`src/sv/dkpq_pkg.sv`:
```
package dkpq_pkg;

    localparam int DATE_W   = 23;
    localparam int TAG_W    = 8;
    localparam int AMT_W    = 24;
    localparam int DUE_W    = 25;
    localparam int CAP_W    = 5;
    localparam int STATUS_W = 2;
    localparam int CNT_W    = 5;
    localparam int DAY_W    = 5;
    localparam int MONTH_W  = 4;
    localparam int YEAR_W   = 14;

    // floor(x / 10) = (x * ceil(2^27 / 10)) >> 27, exact for any 24-bit x
    localparam int          PROD_W     = 2 * AMT_W;
    localparam int          FINE_SHIFT = 27;
    localparam int          QUO_W      = PROD_W - FINE_SHIFT;
    localparam logic [AMT_W-1:0] FINE_RECIP = 24'hCCCCCD;

    localparam logic [CAP_W-1:0] CAP_RESET = 5'd10;

    localparam logic OP_INSERT = 1'b0;
    localparam logic OP_REMOVE = 1'b1;

    localparam logic [STATUS_W-1:0] ST_INSERTED = 2'd0;
    localparam logic [STATUS_W-1:0] ST_FULL     = 2'd1;
    localparam logic [STATUS_W-1:0] ST_REMOVED  = 2'd2;
    localparam logic [STATUS_W-1:0] ST_EMPTY    = 2'd3;

    typedef struct packed {
        logic [DATE_W-1:0] key;
        logic [TAG_W-1:0]  tag;
        logic [AMT_W-1:0]  amount;
    } entry_t;

    typedef struct packed {
        logic ins;
        logic rem;
    } cell_ctrl_t;

    typedef struct packed {
        logic [STATUS_W-1:0] status;
        logic [TAG_W-1:0]    tag;
        logic [AMT_W-1:0]    base;
        logic                late;
        logic [CNT_W-1:0]    count;
    } rslt_t;

    // year, month, day packed so that a plain compare orders dates
    function automatic logic [DATE_W-1:0] pack_date(
        input logic [DAY_W-1:0]   day,
        input logic [MONTH_W-1:0] month,
        input logic [YEAR_W-1:0]  year
    );
        return {year, month, day};
    endfunction

endpackage

```
`src/sv/dkpq_if.sv`:
```
interface dkpq_req_if;
    logic                         valid;
    logic                         ready;
    logic                         op;
    logic [dkpq_pkg::TAG_W-1:0]   entry_tag;
    logic [dkpq_pkg::AMT_W-1:0]   amount_cents;
    logic [dkpq_pkg::DAY_W-1:0]   due_day;
    logic [dkpq_pkg::MONTH_W-1:0] due_month;
    logic [dkpq_pkg::YEAR_W-1:0]  due_year;
    logic [dkpq_pkg::DAY_W-1:0]   today_day;
    logic [dkpq_pkg::MONTH_W-1:0] today_month;
    logic [dkpq_pkg::YEAR_W-1:0]  today_year;

    modport source
    (
        output valid, op, entry_tag, amount_cents, due_day, due_month, due_year,
               today_day, today_month, today_year,
        input  ready
    );
    modport sink
    (
        input  valid, op, entry_tag, amount_cents, due_day, due_month, due_year,
               today_day, today_month, today_year,
        output ready
    );
endinterface

interface dkpq_rsp_if;
    logic                          valid;
    logic                          ready;
    logic [dkpq_pkg::STATUS_W-1:0] status;
    logic [dkpq_pkg::TAG_W-1:0]    paid_tag;
    logic [dkpq_pkg::AMT_W-1:0]    base_amount;
    logic [dkpq_pkg::DUE_W-1:0]    amount_due;
    logic                          overdue;
    logic [dkpq_pkg::CNT_W-1:0]    entry_count;

    modport source
    (
        output valid, status, paid_tag, base_amount, amount_due, overdue, entry_count,
        input  ready
    );
    modport sink
    (
        input  valid, status, paid_tag, base_amount, amount_due, overdue, entry_count,
        output ready
    );
endinterface

interface dkpq_cfg_if;
    logic                       valid;
    logic                       ready;
    logic [dkpq_pkg::CAP_W-1:0] data;

    modport source
    (
        output valid, data,
        input  ready
    );
    modport sink
    (
        input  valid, data,
        output ready
    );
endinterface

```
`src/sv/dkpq_cell.sv`:
```
module dkpq_cell
(
    input  logic                 clk,
    input  dkpq_pkg::cell_ctrl_t ctrl,
    input  logic                 occ,
    input  dkpq_pkg::entry_t     new_entry,
    input  logic                 left_after,
    input  dkpq_pkg::entry_t     left_entry,
    input  dkpq_pkg::entry_t     right_entry,
    output dkpq_pkg::entry_t     entry,
    output logic                 after
);

    dkpq_pkg::entry_t entry_reg;
    dkpq_pkg::entry_t entry_next;

    // held entry sorts at or before the new one: it stays put
    assign after = occ && (entry_reg.key <= new_entry.key);
    assign entry = entry_reg;

    always_comb
    begin
        entry_next = entry_reg;
        if (ctrl.ins)
        begin
            if (!after)
            begin
                entry_next = left_after ? new_entry : left_entry;
            end
        end
        else if (ctrl.rem)
        begin
            entry_next = right_entry;
        end
    end

    always_ff @(posedge clk)
    begin
        entry_reg <= entry_next;
    end

endmodule

```
`src/sv/dkpq_fine.sv`:
```
module dkpq_fine
(
    input  logic                            clk,
    input  logic                            en,
    input  dkpq_pkg::rslt_t                 rslt_in,
    output dkpq_pkg::rslt_t                 rslt_out,
    output logic [dkpq_pkg::DUE_W-1:0]      amount_due
);

    dkpq_pkg::rslt_t                   rslt_reg;
    logic [dkpq_pkg::QUO_W-1:0]        quo_reg;
    logic [dkpq_pkg::PROD_W-1:0]       prod;
    logic [dkpq_pkg::DUE_W-1:0]        fine;

    // tenth of the amount by reciprocal multiply
    assign prod = dkpq_pkg::PROD_W'(rslt_in.base) * dkpq_pkg::PROD_W'(dkpq_pkg::FINE_RECIP);

    always_ff @(posedge clk)
    begin
        if (en)
        begin
            rslt_reg <= rslt_in;
            quo_reg  <= prod[dkpq_pkg::FINE_SHIFT +: dkpq_pkg::QUO_W];
        end
    end

    assign fine       = rslt_reg.late ? dkpq_pkg::DUE_W'(quo_reg) : '0;
    assign amount_due = dkpq_pkg::DUE_W'(rslt_reg.base) + fine;
    assign rslt_out   = rslt_reg;

endmodule

```
`src/sv/date_keyed_priority_queue_core.sv`:
```
// Sorted queue of bills keyed by due date (year, month, day), earliest at the head.
// Storage is a row of DEPTH cells; on an insert every cell compares its key with the
// new one in parallel and either holds, takes the new entry or takes its left
// neighbor, and on a remove every cell takes its right neighbor, so the queue is
// updated in the cycle the request is accepted. Equal dates keep arrival order.
// One request can be accepted every cycle while the response side keeps up. The
// response passes three register stages (capture stage, multiply stage for the
// one-tenth fine, output register) before it is valid. The multiply stage is there
// for the 24x24 reciprocal multiplier. A stalled response stops the request side.
// capacity_limit (reset 10) refuses inserts once that many entries are held; limits
// above DEPTH act as DEPTH and zero refuses every insert. Write it only while no
// request is in flight.
module date_keyed_priority_queue_core
#(
    parameter int DEPTH = 16
)
(
    input  logic       clk,
    input  logic       rst_n,
    dkpq_cfg_if.sink   cfg,
    dkpq_req_if.sink   req,
    dkpq_rsp_if.source rsp
);

    localparam int CW   = $clog2(DEPTH + 1);
    localparam int CMPW = (CW > dkpq_pkg::CAP_W) ? CW : dkpq_pkg::CAP_W;

    // configuration and queue fill
    logic [dkpq_pkg::CAP_W-1:0] cap_reg;
    logic [CW-1:0]              count_reg;
    logic [CW-1:0]              count_next;

    // pipeline valids
    logic a_valid_reg;
    logic b_valid_reg;
    logic out_valid_reg;

    // pipeline payload
    dkpq_pkg::rslt_t               a_reg;
    dkpq_pkg::rslt_t               a_next;
    dkpq_pkg::rslt_t               b_rslt;
    logic [dkpq_pkg::DUE_W-1:0]    b_due;
    dkpq_pkg::rslt_t               out_reg;
    logic [dkpq_pkg::DUE_W-1:0]    out_due_reg;

    logic                  en;
    logic                  accept;
    logic                  full;
    logic                  empty;
    dkpq_pkg::cell_ctrl_t  ctrl;
    dkpq_pkg::entry_t      new_entry;
    logic [dkpq_pkg::DATE_W-1:0] today_key;

    dkpq_pkg::entry_t cell_entry [DEPTH];
    logic [DEPTH-1:0] cell_after;
    logic [DEPTH-1:0] cell_occ;

    // whole pipeline advances unless the response register is stalled
    assign en       = !out_valid_reg || rsp.ready;
    assign req.ready = en;
    assign accept   = req.valid && en;

    // configuration port never stalls
    assign cfg.ready = 1'b1;

    always_ff @(posedge clk or negedge rst_n)
    begin
        if (!rst_n)
        begin
            cap_reg <= dkpq_pkg::CAP_RESET;
        end
        else if (cfg.valid)
        begin
            cap_reg <= cfg.data;
        end
    end

    // full and empty tests on the held count
    assign full  = (CMPW'(count_reg) >= CMPW'(cap_reg)) || (count_reg >= CW'(DEPTH));
    assign empty = (count_reg == '0);

    assign new_entry.key    = dkpq_pkg::pack_date(req.due_day, req.due_month, req.due_year);
    assign new_entry.tag    = req.entry_tag;
    assign new_entry.amount = req.amount_cents;
    assign today_key = dkpq_pkg::pack_date(req.today_day, req.today_month, req.today_year);

    assign ctrl.ins = accept && (req.op == dkpq_pkg::OP_INSERT) && !full;
    assign ctrl.rem = accept && (req.op == dkpq_pkg::OP_REMOVE) && !empty;

    always_comb
    begin
        count_next = count_reg;
        if (ctrl.ins)
        begin
            count_next = count_reg + CW'(1);
        end
        else if (ctrl.rem)
        begin
            count_next = count_reg - CW'(1);
        end
    end

    // capture-stage result, zero payload unless a real remove
    always_comb
    begin
        a_next.tag   = '0;
        a_next.base  = '0;
        a_next.late  = 1'b0;
        a_next.count = dkpq_pkg::CNT_W'(count_next);
        if (req.op == dkpq_pkg::OP_INSERT)
        begin
            a_next.status = full ? dkpq_pkg::ST_FULL : dkpq_pkg::ST_INSERTED;
        end
        else if (empty)
        begin
            a_next.status = dkpq_pkg::ST_EMPTY;
        end
        else
        begin
            a_next.status = dkpq_pkg::ST_REMOVED;
            a_next.tag    = cell_entry[0].tag;
            a_next.base   = cell_entry[0].amount;
            a_next.late   = today_key > cell_entry[0].key;
        end
    end

    always_ff @(posedge clk or negedge rst_n)
    begin
        if (!rst_n)
        begin
            count_reg     <= '0;
            a_valid_reg   <= 1'b0;
            b_valid_reg   <= 1'b0;
            out_valid_reg <= 1'b0;
        end
        else
        begin
            count_reg <= count_next;
            if (en)
            begin
                a_valid_reg   <= accept;
                b_valid_reg   <= a_valid_reg;
                out_valid_reg <= b_valid_reg;
            end
        end
    end

    always_ff @(posedge clk)
    begin
        if (en)
        begin
            a_reg       <= a_next;
            out_reg     <= b_rslt;
            out_due_reg <= b_due;
        end
    end

    // row of sorted cells, head at index 0
    genvar i;
    generate
        for (i = 0; i < DEPTH; i++)
        begin : g_cell
            dkpq_pkg::entry_t left_e;
            dkpq_pkg::entry_t right_e;
            logic             left_a;

            assign cell_occ[i] = count_reg > CW'(i);

            if (i == 0)
            begin : g_head
                assign left_e = new_entry;
                assign left_a = 1'b1;
            end
            else
            begin : g_body
                assign left_e = cell_entry[i-1];
                assign left_a = cell_after[i-1];
            end

            if (i == DEPTH - 1)
            begin : g_tail
                assign right_e = '0;
            end
            else
            begin : g_mid
                assign right_e = cell_entry[i+1];
            end

            dkpq_cell u_cell
            (
                .clk         (clk),
                .ctrl        (ctrl),
                .occ         (cell_occ[i]),
                .new_entry   (new_entry),
                .left_after  (left_a),
                .left_entry  (left_e),
                .right_entry (right_e),
                .entry       (cell_entry[i]),
                .after       (cell_after[i])
            );
        end
    endgenerate

    // fine multiply stage
    dkpq_fine u_fine
    (
        .clk        (clk),
        .en         (en),
        .rslt_in    (a_reg),
        .rslt_out   (b_rslt),
        .amount_due (b_due)
    );

    // response register
    assign rsp.valid       = out_valid_reg;
    assign rsp.status      = out_reg.status;
    assign rsp.paid_tag    = out_reg.tag;
    assign rsp.base_amount = out_reg.base;
    assign rsp.amount_due  = out_due_reg;
    assign rsp.overdue     = out_reg.late;
    assign rsp.entry_count = out_reg.count;

`ifndef SYNTHESIS
    a_count_bound: assert property (@(posedge clk) disable iff (!rst_n)
        count_reg <= CW'(DEPTH))
        else $error("held count above depth");

    a_stall_blocks_req: assert property (@(posedge clk) disable iff (!rst_n)
        (rsp.valid && !rsp.ready) |-> !req.ready)
        else $error("request taken while response stalled");

    a_insert_count: assert property (@(posedge clk) disable iff (!rst_n)
        ctrl.ins |=> (count_reg == $past(count_reg) + CW'(1)))
        else $error("insert did not grow the queue");

    a_due_ge_base: assert property (@(posedge clk) disable iff (!rst_n)
        rsp.valid |-> (rsp.amount_due >= dkpq_pkg::DUE_W'(rsp.base_amount)))
        else $error("amount due below base amount");
`endif

endmodule
```
`src/flat_wrapper.sv`:
```
// flat-port wrapper written by rule: the top's interface ports become plain ports
module date_keyed_priority_queue_core_flat 
#(
    parameter int DEPTH = 16
)
  (clk, rst_n, cfg_valid, cfg_data, cfg_ready, req_valid, req_op, req_entry_tag, req_amount_cents, req_due_day, req_due_month, req_due_year, req_today_day, req_today_month, req_today_year, req_ready, rsp_valid, rsp_status, rsp_paid_tag, rsp_base_amount, rsp_amount_due, rsp_overdue, rsp_entry_count, rsp_ready);
  dkpq_cfg_if cfg_i ();
  dkpq_req_if req_i ();
  dkpq_rsp_if rsp_i ();
  input  logic clk;
  input  logic rst_n;
  input wire logic [$bits(cfg_i.valid)-1:0] cfg_valid;
  input wire logic [$bits(cfg_i.data)-1:0] cfg_data;
  output wire logic [$bits(cfg_i.ready)-1:0] cfg_ready;
  input wire logic [$bits(req_i.valid)-1:0] req_valid;
  input wire logic [$bits(req_i.op)-1:0] req_op;
  input wire logic [$bits(req_i.entry_tag)-1:0] req_entry_tag;
  input wire logic [$bits(req_i.amount_cents)-1:0] req_amount_cents;
  input wire logic [$bits(req_i.due_day)-1:0] req_due_day;
  input wire logic [$bits(req_i.due_month)-1:0] req_due_month;
  input wire logic [$bits(req_i.due_year)-1:0] req_due_year;
  input wire logic [$bits(req_i.today_day)-1:0] req_today_day;
  input wire logic [$bits(req_i.today_month)-1:0] req_today_month;
  input wire logic [$bits(req_i.today_year)-1:0] req_today_year;
  output wire logic [$bits(req_i.ready)-1:0] req_ready;
  output wire logic [$bits(rsp_i.valid)-1:0] rsp_valid;
  output wire logic [$bits(rsp_i.status)-1:0] rsp_status;
  output wire logic [$bits(rsp_i.paid_tag)-1:0] rsp_paid_tag;
  output wire logic [$bits(rsp_i.base_amount)-1:0] rsp_base_amount;
  output wire logic [$bits(rsp_i.amount_due)-1:0] rsp_amount_due;
  output wire logic [$bits(rsp_i.overdue)-1:0] rsp_overdue;
  output wire logic [$bits(rsp_i.entry_count)-1:0] rsp_entry_count;
  input wire logic [$bits(rsp_i.ready)-1:0] rsp_ready;
  assign cfg_i.valid = cfg_valid;
  assign cfg_i.data = cfg_data;
  assign cfg_ready = cfg_i.ready;
  assign req_i.valid = req_valid;
  assign req_i.op = req_op;
  assign req_i.entry_tag = req_entry_tag;
  assign req_i.amount_cents = req_amount_cents;
  assign req_i.due_day = req_due_day;
  assign req_i.due_month = req_due_month;
  assign req_i.due_year = req_due_year;
  assign req_i.today_day = req_today_day;
  assign req_i.today_month = req_today_month;
  assign req_i.today_year = req_today_year;
  assign req_ready = req_i.ready;
  assign rsp_valid = rsp_i.valid;
  assign rsp_status = rsp_i.status;
  assign rsp_paid_tag = rsp_i.paid_tag;
  assign rsp_base_amount = rsp_i.base_amount;
  assign rsp_amount_due = rsp_i.amount_due;
  assign rsp_overdue = rsp_i.overdue;
  assign rsp_entry_count = rsp_i.entry_count;
  assign rsp_i.ready = rsp_ready;
  date_keyed_priority_queue_core #(.DEPTH(DEPTH)) u_core (.clk(clk), .rst_n(rst_n), .cfg(cfg_i), .req(req_i), .rsp(rsp_i));
endmodule
```
`config.mk`:
```
export PLATFORM = sky130hd
export DESIGN_NAME = date_keyed_priority_queue_core_flat
export DESIGN_NICKNAME = d
export VERILOG_FILES = /design/src/sv/dkpq_pkg.sv /design/src/sv/dkpq_if.sv /design/src/sv/dkpq_cell.sv /design/src/sv/dkpq_fine.sv /design/src/sv/date_keyed_priority_queue_core.sv /design/src/flat_wrapper.sv
export SDC_FILE = /design/constraint.sdc
export NUM_CORES = 2
export LEC_CHECK = 0
export BUFFER_PORTS_ARGS = -buffer_cell sky130_fd_sc_hd__buf_4
export CAP_MARGIN = 25
export CORE_MARGIN = 2
export CORE_UTILIZATION = 30
export DETAILED_ROUTE_END_ITERATION = 12
export PLACE_DENSITY = 0.56
export SLEW_MARGIN = 10
export SYNTH_ARGS = -nofsm -noshare
export SYNTH_HDL_FRONTEND = slang
export SYNTH_SLANG_ARGS = --single-unit
```
`constraint.sdc`:
```
create_clock -name clk -period 17.4 [get_ports clk]
set_clock_uncertainty 0.05 [all_clocks]
set_input_delay 1.74 -clock clk [delete_from_list [all_inputs] [get_ports clk]]
set_output_delay 1.74 -clock clk [all_outputs]
set_load 0.01 [all_outputs]
```
==> flow_summary_export.csv <==
group,metric,value,unit
layout,nFillCells,22800,
clock_tree,cts_tree,"yes",
sta,post-route-period-util,42.2,%
floorplanning,dieArea,233000,µm²
synthesis,synth_fa_ha_area_share,18.5,%
route,num_vias,50300,
synthesis,synth_nets,7341,
floorplanning,std_cell_rows,175,
layout,area_delta_synth_final,12.2,%
clock_tree,cts.path.max_buffers,3,
clock_tree,clkLatencyLatePin,0.79,ns
clock_tree,cts_max_level,3,
synthesis,synth_mux_area_share,7.20,%
route,firstDrtPassIters,6,
outcome,outcome,"finished clean",
grt,gr-total-overflow,0,
layout,drive_gt1_share,7.05,%
clock_tree,cts.sink_count,1059,
placed_design,placed_cell_area,73300,µm²
route,via_per_inst,5.33,
layout,mostFrequentLayoutCells,"edfxtp_1 (1046), nand2_1 (982), ha_1 (684), o21ai_0 (512), mux2i_1 (493)",
synthesis,yosysTopAreaCellShare,45.6,%
route,wl_per_cell,23.6,µm
sta,relSlewSlack,19.1,%
worst_setup_path,cp-end-kind,"flip-flop",
synthesis,synth-main-ff-cell,"edfxtp_1",
clock_tree,post_cts_buffers,0,
route,finalWirelength,223000,µm
grt,antenna_found_initial,29,
synthesis,synth_edf_count,1046,
min_path,min_path_type,"flip-flop to flip-flop",
clock_tree,cts-root-buf,"clkbuf_16",
sta,period_needed,7.35,ns
sta,fmax,0.136,GHz
layout,final_common_cell,"edfxtp_1",
synthesis,ys_top_cells_by_area,"edfxtp_1 (46%), ha_1 (12%), mux2i_1 (7.2%)",
synthesis,ys_seq_area_share,46.1,%
flow_run,cap_viol_max_count,0,
synthesis,ys.warnings.count,0,
layout,fin_area,77200,µm²
layout,largest_reg_flops,880,
clock_tree,postCtsHoldBufs,0,
synthesis,async_flop_share,1.23,%
worst_setup_path,cp-start-kind,"flip-flop",
synthesis,synthXorXnorAreaFrac,0.916,%
worst_setup_path,path_class,"flip-flop to flip-flop",
route,drc,0,
sta,rsz0062_at_grt,"no",
sta,final-setup-viol-count,0,
route,drt_iter0_drc,5448,
synthesis,synth_top_area_cell,"edfxtp_1",
worst_setup_path,critPathMaxFanout,14,
placed_design,portBuffers,155,
synthesis,synth_compound_area_share,11.6,%
grt,grt_first_pass_wirelength,331000,µm
grt,grtUsageTotal,18.6,%
synthesis,synth.ff_latch_count,1059,
floorplanning,io_pins,157,
sta,tns,0,ns
grt,grt_start_max_net_pins,259,
placed_design,gp_congestion,0.947,
clock_tree,cts_buffers,117,
synthesis,synth_top_family_by_area,"adder cells",
floorplanning,core-area,228000,µm²
clock_tree,clkTransAtPathRegs,0.07,ns
placed_design,hpwlAfterDp,151000,µm
floorplanning,die_h,483,µm
clock_tree,cts_resized,0,
sta,hold_viol_final,0,
floorplanning,die_x,483,µm
layout,nets,7308,
synthesis,synth_cell_types,66,
synthesis,netlist_instances,6359,
sta,final_max_slew_viol_count,0,
floorplanning,initial_core_util,30.2,%
grt,grt_pass1_vias,49300,
synthesis,syn_area,68900,µm²
worst_setup_path,cp.arrival,7.81,ns
sta,max_slew.worst_pin.slew,1.21,ns
synthesis,synth_simple_gate_area_share,11.1,%
route,final_antenna_net_count,0,
worst_setup_path,cp.required,17.86,ns
synthesis,syn-mean-instance-area,10.8,µm²
-- kinds of logic after synthesis --
group | count (synthesis)
compound gates | 1283
xor+xnor | 72
fa+ha+maj | 893
buf+inv | 818
flops | 1059
mux | 495
other cells | 1
simple gates | 1738
-- routing by layer --
layer,vias to the layer above,track usage [%],wire (µm),part of all wire [%]
li1,23100,-,-,-
met2,1983,28.4,96900,43
met5,-,0,195,0.087
met4,32,5.06,5610,2.5
met3,330,3.58,18100,8.1
met1,24900,26.7,102000,46
-- final timing paths --
path | start | endpoint | slack (ns) | cells after the start
max | u_core.a_reg[9] | u_core.u_fine.quo_reg[17] | 10.05 | 19
min | u_core.u_fine.rslt_out[39] | u_core.rsp.status[1] | 0.37 | 0
max reg2reg | u_core.a_reg[9] | u_core.u_fine.quo_reg[17] | 10.05 | 19
min reg2reg | u_core.u_fine.rslt_out[39] | u_core.rsp.status[1] | 0.37 | 0
max in group asynchronous | rst_n | u_core.cap_reg[1] | 16.32 | 1
min in group asynchronous | rst_n | u_core.cap_reg[0] | 0.74 | 1
-- Yosys cell counts, drive strengths merged (40+ instances only) --
| cell | instances |
|---|---|
| nand4 | 88 |
| nor2 | 126 |
| o21ai | 519 |
| nand2 | 982 |
| ha | 684 |
| and3 | 40 |
| a21oi | 157 |
| o211ai | 335 |
| mux2i | 493 |
| clkbuf | 315 |
| nand3 | 373 |
| edfxtp | 1046 |
| buf | 74 |
| a21o | 169 |
| inv | 429 |
| fa | 209 |
-- final cells by class --
class                      instances  area (µm²)  area share [%]
sequential                      1059       31700            41.1
tap                             3009        3760            4.88
inverter                         429        1610            2.09
clock inverter                    69         728           0.943
multi-input combinational       4482       34300            44.4
clock buffer                     150        3100            4.02
timing repair buffer             237        1960            2.54
antenna                            6        15.0          0.0194
-- worst max-delay path, stage by stage (launching register included) --
cell,delay [ns]
edfxtp_1,0.88
ha_1,0.41
xnor2_1,0.51
o21ai_0,0.23
fa_1,0.53
fa_1,0.55
fa_1,0.53
fa_1,0.55
inv_1,0.08
fa_1,0.54
inv_1,0.04
ha_1,0.38
nand3_1,0.12
nor4_1,0.26
o211ai_1,0.18
a31oi_1,0.35
a211oi_1,0.21
o31ai_1,0.42
a21oi_1,0.14
xnor2_1,0.14
-- metrics by stage --
| step | utilization, % | hold WS (ns) | setup slack, ns | instances |
|---|---|---|---|---|
| after floorplan | - | 0.350 | 4.69 | 6359 |
| after global placement | 32.1 | 0.351 | 9.83 | 9204 |
| after detailed placement | 32.2 | 0.355 | 10.05 | 9212 |
| after CTS | 33.9 | 0.369 | 10.01 | 9431 |
| after global routing | 33.9 | 0.367 | 9.51 | 9438 |
| final | 33.9 | 0.367 | 10.05 | 9441 |
Power is not shown: default switching activity piles up to over one toggle a cycle in this logic, so the estimate is an artifact.
